--- src/rtl/core/rfvt_pkg.sv ---
`timescale 1ns / 1ps
// rfvt_pkg: shared types, codes and extended-precision float helpers for the
// rigid frame vector transform. No dependencies.
package rfvt_pkg;

	localparam int EXP_W = 13;
	localparam int NSTG  = 17;

	typedef enum logic [1:0] {
		K_ZERO = 2'd0,
		K_FIN  = 2'd1,
		K_INF  = 2'd2,
		K_NAN  = 2'd3
	} kind_t;

	typedef logic signed [EXP_W-1:0] xexp_t;

	// Extended value: finite value = sig * 2^(exp-63)
	typedef struct packed {
		kind_t       kind;
		logic        sign;
		xexp_t       exp;
		logic [63:0] sig;
	} xval_t;

	localparam logic [63:0] TOPBIT = 64'h8000_0000_0000_0000;

	typedef struct packed {
		logic [1:0]  action;
		logic [31:0] vec_x;
		logic [31:0] vec_y;
		logic [31:0] vec_z;
	} vec_req_t;

	typedef struct packed {
		logic [31:0] out_x;
		logic [31:0] out_y;
		logic [31:0] out_z;
	} vec_res_t;

	typedef logic [2:0] cfg_idx_t;
	localparam cfg_idx_t REG_FRAME_0  = 3'd0;
	localparam cfg_idx_t REG_FRAME_5  = 3'd5;
	localparam cfg_idx_t REG_PLATFORM = 3'd6;

	localparam logic [1:0] ACT_POS_TO   = 2'd0;
	localparam logic [1:0] ACT_DIR_TO   = 2'd1;
	localparam logic [1:0] ACT_POS_FROM = 2'd2;
	localparam logic [1:0] ACT_DIR_FROM = 2'd3;

	// operand source for one slot of the summation chain
	typedef enum logic [1:0] {
		SEL_P0  = 2'd0,
		SEL_P1  = 2'd1,
		SEL_P2  = 2'd2,
		SEL_ORG = 2'd3
	} sel_t;

	typedef struct packed {
		sel_t s1;
		sel_t s2;
		sel_t s3;
		sel_t s4;
		logic has4;
	} plan_t;

	function automatic xval_t mk(kind_t k, logic s, xexp_t e, logic [63:0] m);
		xval_t r;
		r.kind = k;
		r.sign = s;
		r.exp  = e;
		r.sig  = m;
		return r;
	endfunction

	function automatic xval_t indefinite();
		return mk(K_NAN, 1'b1, '0, 64'hC000_0000_0000_0000);
	endfunction

	function automatic xval_t load32(logic [31:0] b);
		logic        s;
		logic [7:0]  e;
		logic [22:0] m;
		logic [4:0]  sh;
		logic [23:0] mm;
		xval_t       r;
		s  = b[31];
		e  = b[30:23];
		m  = b[22:0];
		sh = '0;
		for (int i = 0; i < 23; i++) begin
			if (m[i]) sh = 5'(23 - i);
		end
		mm = {1'b0, m} << sh;
		if (e == 8'hFF) begin
			if (m == '0) r = mk(K_INF, s, '0, TOPBIT);
			else r = mk(K_NAN, s, '0, {2'b11, m[21:0], 40'b0});
		end else if (e == 8'h00) begin
			if (m == '0) r = mk(K_ZERO, s, '0, '0);
			else r = mk(K_FIN, s, xexp_t'(-126) - xexp_t'({8'b0, sh}), {mm, 40'b0});
		end else begin
			r = mk(K_FIN, s, xexp_t'({5'b0, e}) - xexp_t'(127), {1'b1, m, 40'b0});
		end
		return r;
	endfunction

	function automatic xval_t pick_nan(xval_t a, xval_t b);
		xval_t r;
		if (a.kind != K_NAN) r = b;
		else if (b.kind != K_NAN) r = a;
		else if (a.sig > b.sig) r = a;
		else if (b.sig > a.sig) r = b;
		else if (a.sign != b.sign) r = a.sign ? b : a;
		else r = a;
		return r;
	endfunction

	// nearest-even rounding of a normalized significand to 64 bits
	function automatic xval_t round64(logic s, xexp_t e, logic [63:0] hi, logic rb,
			logic st);
		logic [63:0] h;
		xexp_t       x;
		h = hi;
		x = e;
		if (rb && (st || hi[0])) begin
			h = hi + 64'd1;
			if (h == '0) begin
				h = TOPBIT;
				x = e + xexp_t'(1);
			end
		end
		return mk(K_FIN, s, x, h);
	endfunction

	function automatic logic [31:0] store32(xval_t v);
		logic [31:0]  r;
		logic [6:0]   sh;
		xexp_t        diff;
		logic [127:0] y;
		logic [31:0]  q;
		logic [7:0]   bexp;
		diff = xexp_t'(-126) - v.exp;
		sh   = 7'd40;
		if (v.exp < xexp_t'(-126)) begin
			sh = (diff > xexp_t'(30)) ? 7'd70 : 7'(xexp_t'(40) + diff);
		end
		y = {v.sig, 64'b0} >> sh;
		q = y[95:64];
		if (y[63] && ((|y[62:0]) || q[0])) q = q + 32'd1;
		bexp = 8'(v.exp + xexp_t'(126));
		unique case (v.kind)
			K_ZERO: r = {v.sign, 31'b0};
			K_INF:  r = {v.sign, 8'hFF, 23'b0};
			K_NAN:  r = {v.sign, 8'hFF, v.sig[62:40]};
			default: begin
				if (v.exp > xexp_t'(127)) r = {v.sign, 8'hFF, 23'b0};
				else if (v.exp >= xexp_t'(-126)) r = {v.sign, 31'b0} | (({24'b0, bexp} << 23) + q);
				else r = {v.sign, 31'b0} | q;
			end
		endcase
		return r;
	endfunction

	// association order of the four sum slots per addition order and action
	function automatic plan_t plan(logic order, logic [1:0] act);
		plan_t p;
		p = '{s1: SEL_P0, s2: SEL_P1, s3: SEL_P2, s4: SEL_ORG, has4: 1'b0};
		if (!order) begin
			unique case (act)
				ACT_POS_TO:   p = '{s1: SEL_P2, s2: SEL_P0, s3: SEL_P1, s4: SEL_ORG, has4: 1'b1};
				ACT_DIR_TO:   p = '{s1: SEL_P2, s2: SEL_P0, s3: SEL_P1, s4: SEL_ORG, has4: 1'b0};
				ACT_POS_FROM: p = '{s1: SEL_P2, s2: SEL_P1, s3: SEL_P0, s4: SEL_ORG, has4: 1'b0};
				ACT_DIR_FROM: p = '{s1: SEL_P2, s2: SEL_P0, s3: SEL_P1, s4: SEL_ORG, has4: 1'b0};
			endcase
		end else if (act == ACT_POS_TO) begin
			p = '{s1: SEL_P0, s2: SEL_ORG, s3: SEL_P1, s4: SEL_P2, has4: 1'b1};
		end
		return p;
	endfunction

	function automatic xval_t pick(sel_t s, xval_t p0, xval_t p1, xval_t p2, xval_t o);
		xval_t r;
		unique case (s)
			SEL_P0:  r = p0;
			SEL_P1:  r = p1;
			SEL_P2:  r = p2;
			SEL_ORG: r = o;
		endcase
		return r;
	endfunction

endpackage

--- src/rtl/core/rfvt_fmul.sv ---
`timescale 1ns / 1ps
// rfvt_fmul: two-stage exact binary32 x extended multiply, rounded to 64 bits.
// Depends on rfvt_pkg.
module rfvt_fmul (
	input  logic              clk,
	input  logic [1:0]        ld,
	input  rfvt_pkg::xval_t   a,
	input  rfvt_pkg::xval_t   b,
	output rfvt_pkg::xval_t   y
);
	import rfvt_pkg::*;

	typedef struct packed {
		logic        spec;
		xval_t       specv;
		logic        sign;
		xexp_t       exp;
		logic [55:0] plo;
		logic [55:0] phi;
	} mpp_t;

	mpp_t pp_c, pp_s1;
	xval_t res_c;

	always_comb begin
		logic s;
		logic [23:0] m;
		s = a.sign ^ b.sign;
		m = a.sig[63:40];
		pp_c.spec  = 1'b1;
		pp_c.specv = mk(K_ZERO, s, '0, '0);
		if (a.kind == K_NAN || b.kind == K_NAN) begin
			pp_c.specv = pick_nan(a, b);
		end else if (a.kind == K_INF || b.kind == K_INF) begin
			if (a.kind == K_ZERO || b.kind == K_ZERO) pp_c.specv = indefinite();
			else pp_c.specv = mk(K_INF, s, '0, TOPBIT);
		end else if (a.kind != K_ZERO && b.kind != K_ZERO) begin
			pp_c.spec = 1'b0;
		end
		pp_c.sign = s;
		pp_c.exp  = a.exp + b.exp;
		pp_c.plo  = 56'(m) * 56'(b.sig[31:0]);
		pp_c.phi  = 56'(m) * 56'(b.sig[63:32]);
	end

	always_ff @(posedge clk) begin
		if (ld[0]) pp_s1 <= pp_c;
	end

	always_comb begin
		logic [87:0] p;
		p = {32'b0, pp_s1.plo} + {pp_s1.phi, 32'b0};
		if (pp_s1.spec) res_c = pp_s1.specv;
		else if (p[87]) res_c = round64(pp_s1.sign, pp_s1.exp + xexp_t'(1), p[87:24], p[23],
				|p[22:0]);
		else res_c = round64(pp_s1.sign, pp_s1.exp, p[86:23], p[22], |p[21:0]);
	end

	always_ff @(posedge clk) begin
		if (ld[1]) y <= res_c;
	end

endmodule

--- config.mk ---
export PLATFORM = sky130hd
export DESIGN_NAME = rfvt_fmul
export DESIGN_NICKNAME = d
export VERILOG_FILES = /design/src/rtl/core/rfvt_pkg.sv /design/src/rtl/core/rfvt_fmul.sv
export SDC_FILE = /design/constraint.sdc
export NUM_CORES = 2
export LEC_CHECK = 0
export BUFFER_PORTS_ARGS = -buffer_cell sky130_fd_sc_hd__buf_2
export CAP_MARGIN = 10
export CORE_UTILIZATION = 45
export CTS_CLUSTER_SIZE = 12
export DETAILED_ROUTE_END_ITERATION = 8
export PLACE_DENSITY = 0.61
export SYNTH_ARGS = -nofsm -noshare
export SYNTH_HDL_FRONTEND = slang
export SYNTH_SLANG_ARGS = --single-unit
--- constraint.sdc ---
create_clock -name clk -period 24.5 [get_ports clk]
set_input_delay 4.9 -clock clk [delete_from_list [all_inputs] [get_ports clk]]
set_output_delay 4.9 -clock clk [all_outputs]
set_load 0.005 [all_outputs]
==> results.py <==
metrics = {
    "timing": {
        "rsz0062_at_grt": "no",
        "fmax_mhz": 74.0,
        "tns_ns": 0,
        "min_period_over_period_pct": 55.2,
        "hold_violations": 0,
        "tightest_slew_ns": 1.32,
        "setup_ws_ns": 10.98,
        "fin_skew_ns": 0.0322,
        "slew_headroom_pct": 9.76,
        "drv_slew": 0,
        "finalSetupViolCount": 0,
        "min_period_ns": 13.52,
    },
    "cells_and_area": {
        "nets": 10200,
        "syn_to_final_growth_pct": 6.12,
        "drive_above_1_share_pct": 6.30,
        "finalNonFillerCells": 10400,
        "fin_area_um2": 76900,
    },
    "critical_path": {
        "arrival_ns": 13.84,
        "worstPathRequired_ns": 24.81,
        "cp_top_family": "adder cells",
        "critPathSlowestCell": "buf_2",
        "reg2regPathDepth": 21,
        "cp_max_fo": 25,
        "critPathBufInv": 7,
        "endpoint_kind": "register",
        "cpPeakStageDelay_ns": 0.58,
        "crit_top_cell": "fa_1",
        "critPathLaunchType": "input port",
        "r2r_end": "y[36]",
        "r2r_start": "pp_s1[0]",
        "r2r_slack_ns": 15.49,
        "criticalPathCategory": "input port to register",
    },
    "floorplan": {
        "rows": 146,
        "coreArea_um2": 159000,
        "die_h_um": 403,
        "fp.dieW_um": 403,
        "start_util_pct": 45.5,
        "pin_count": 243,
        "dieArea_um2": 163000,
    },
    "place": {
        "post-dp-hpwl_um": 198000,
        "place_inst": 10300,
        "placed_cell_area_um2": 75500,
        "pre_cts_ws_ns": 10.45,
        "io_buffers": 242,
        "place_congestion": 1.00,
    },
    "clock_tree": {
        "cts_made_buffers": 39,
        "ctsHoldBuffers": 0,
        "cts_root_buf": "clkbuf_16",
        "cts_tree": "yes",
        "path_clk_slew_ns": 0.06,
        "cts_max_level": 2,
        "cts_sinks": 287,
        "clock_path_buffers": 3,
        "cts_setup_buffers": 0,
        "clkLatencyLatePin_ns": 0.60,
        "cts_resized": 0,
    },
    "yosys": {
        "synth_fp_nets": 10200,
        "syn_avg_cell_area_um2": 8.78,
        "ys_types": 108,
        "synth_warnings": 0,
        "synth_area_um2": 72400,
        "synth_seq_cells": 287,
        "syn_inst": 8250,
        "yosysSeqAreaShare_pct": 11.9,
        "synthArstFlopShare_pct": 0,
        "ys.flop_type": "edfxtp_1",
        "synth_edf_count": 287,
    },
    "job": {
        "cap_violations": 0,
    },
    "route": {
        "ant_nets": 0,
        "drtIter0Drc": 5562,
        "vias": 59000,
        "drt_wl_total_um": 253000,
        "viasPerCell": 5.69,
        "wire_per_inst_um": 24.4,
        "dr.pass1.iters": 8,
        "drc": 0,
    },
    "global_routing": {
        "grt_start_max_net_pins": 97,
        "antenna_found_initial": 13,
        "grt.total_usage_pct": 31.5,
        "first_global_vias": 61600,
        "grt.overflow.total": 0,
        "grt_pass1_wl_um": 385000,
    },
    "worst_hold_path": {
        "holdPathStages": 1,
        "holdPathEnd": "y[78]",
        "hp-class": "register to register",
        "hp-start": "pp_s1[204]",
    },
    "status": {
        "status": "finished, final reports clean",
    },
}
## how the worst max path moves through the flow
stage	cells after the start	end	from
floorplan	30	pp_s1[111]	a[43]
CTS	33	pp_s1[111]	a[48]
detailed placement	33	pp_s1[111]	a[48]
global placement	33	pp_s1[111]	a[48]
finish	33	pp_s1[111]	a[48]
global route	31	pp_s1[111]	a[43]
## worst reg2reg max path: stages, from the launching register on
cell      delay (ns)
edfxtp_1        0.37
ha_1            0.25
fa_1            0.48
xor2_1          0.69
o211ai_1        0.44
nor3_1          0.81
nand4_1         0.29
or2_2           0.38
nor2_1          0.21
nand4_1         0.30
nor4_1          0.84
nand4_1         0.21
xnor2_1         0.56
nand4_1         0.21
nor4_1          0.81
and4_1          0.31
buf_4           0.33
nor2_1          0.31
buf_4           0.26
a311oi_1        0.26
a21oi_1         0.13
mux2_2          0.33
## synthesized netlist by cell type, types with 13 or more instances
library cell	number	share of area, %
fa_1	1318	36
buf_2	19	0.13
a221oi_1	14	0.17
or4_1	19	0.20
o31a_1	13	0.16
and3_1	39	0.34
xor2_1	67	0.81
inv_1	1597	8.3
o31ai_1	23	0.24
a211oi_1	55	0.57
a21o_1	91	0.94
edfxtp_1	287	12
nand2_1	960	5.0
o211ai_1	23	0.24
mux2i_1	22	0.30
nor2b_1	34	0.29
a211o_1	17	0.21
a21oi_1	299	2.1
xnor2_1	238	2.9
a31oi_1	34	0.29
nand4_1	99	0.85
or3_1	32	0.28
o21bai_1	29	0.30
nor2_1	411	2.1
nand3_1	121	0.84
nor3_1	117	0.81
nand2b_1	36	0.31
and2_1	783	6.8
nor4_1	65	0.56
a2111oi_0	14	0.17
clkbuf_1	416	2.2
o21ai_0	161	1.1
and4_1	19	0.23
o21a_1	25	0.26
or2_2	22	0.19
ha_1	493	8.5
## registers in the layout, summed over array words and instances, names as in the netlist
name,count
pp_s1,207
y,80
## metrics by stage
| step | hold slack [ns] | utilization, % |
|---|---|---|
| floorplan | 0.477 | - |
| global placement | 0.488 | 47.5 |
| detailed placement | 0.504 | 47.5 |
| CTS | 0.525 | 48.3 |
| global route | 0.548 | 48.3 |
| finish | 0.519 | 48.3 |
## placed cells by master, fill, tap and decap left out, drive strengths merged, types with 91 or more instances in the layout
cell type and n:
edfxtp 287, inv 1601, nand3 121, nor2 411, buf 351, fa 1318, and2 784, xnor2 241
o21ai 173, a21oi 302, nor3 123, ha 493, a21o 91, nand2 960, nand4 99
## routing by layer
| metal | track usage (%) | part of all wire [%] | vias to the layer above |
|---|---|---|---|
| li1 | - | - | 25800 |
| met3 | 5.82 | 8.8 | 446 |
| met4 | 12.7 | 4.7 | 12 |
| met2 | 48.9 | 44 | 2661 |
| met5 | 0 | 0.032 | - |
| met1 | 43.4 | 42 | 30100 |
## area by class of cell
type / instances / area, um^2
clock inverters: 25 / 294
fillers: 15200 / 82200
well taps: 2146 / 2690
diodes: 4 / 10.0
flip-flops and latches: 287 / 8620
inverters: 1598 / 6000
repair buffers: 351 / 2050
clock buffers: 45 / 1020
multi-input cells: 5917 / 56200
## logic make-up after synthesis
group                      synth area share, %
adders and majority gates                 44.9
buffers and inverters                     10.7
and+or+nand+nor                           19.6
muxes                                    0.444
DFF                                       11.9
AOI/OAI and AO/OA                         8.67
xor gates and xnor gates                  3.76
Power is left out: the tool's default activity adds up to more than one toggle a clock period on the data nets, which glitch-free logic cannot reach.
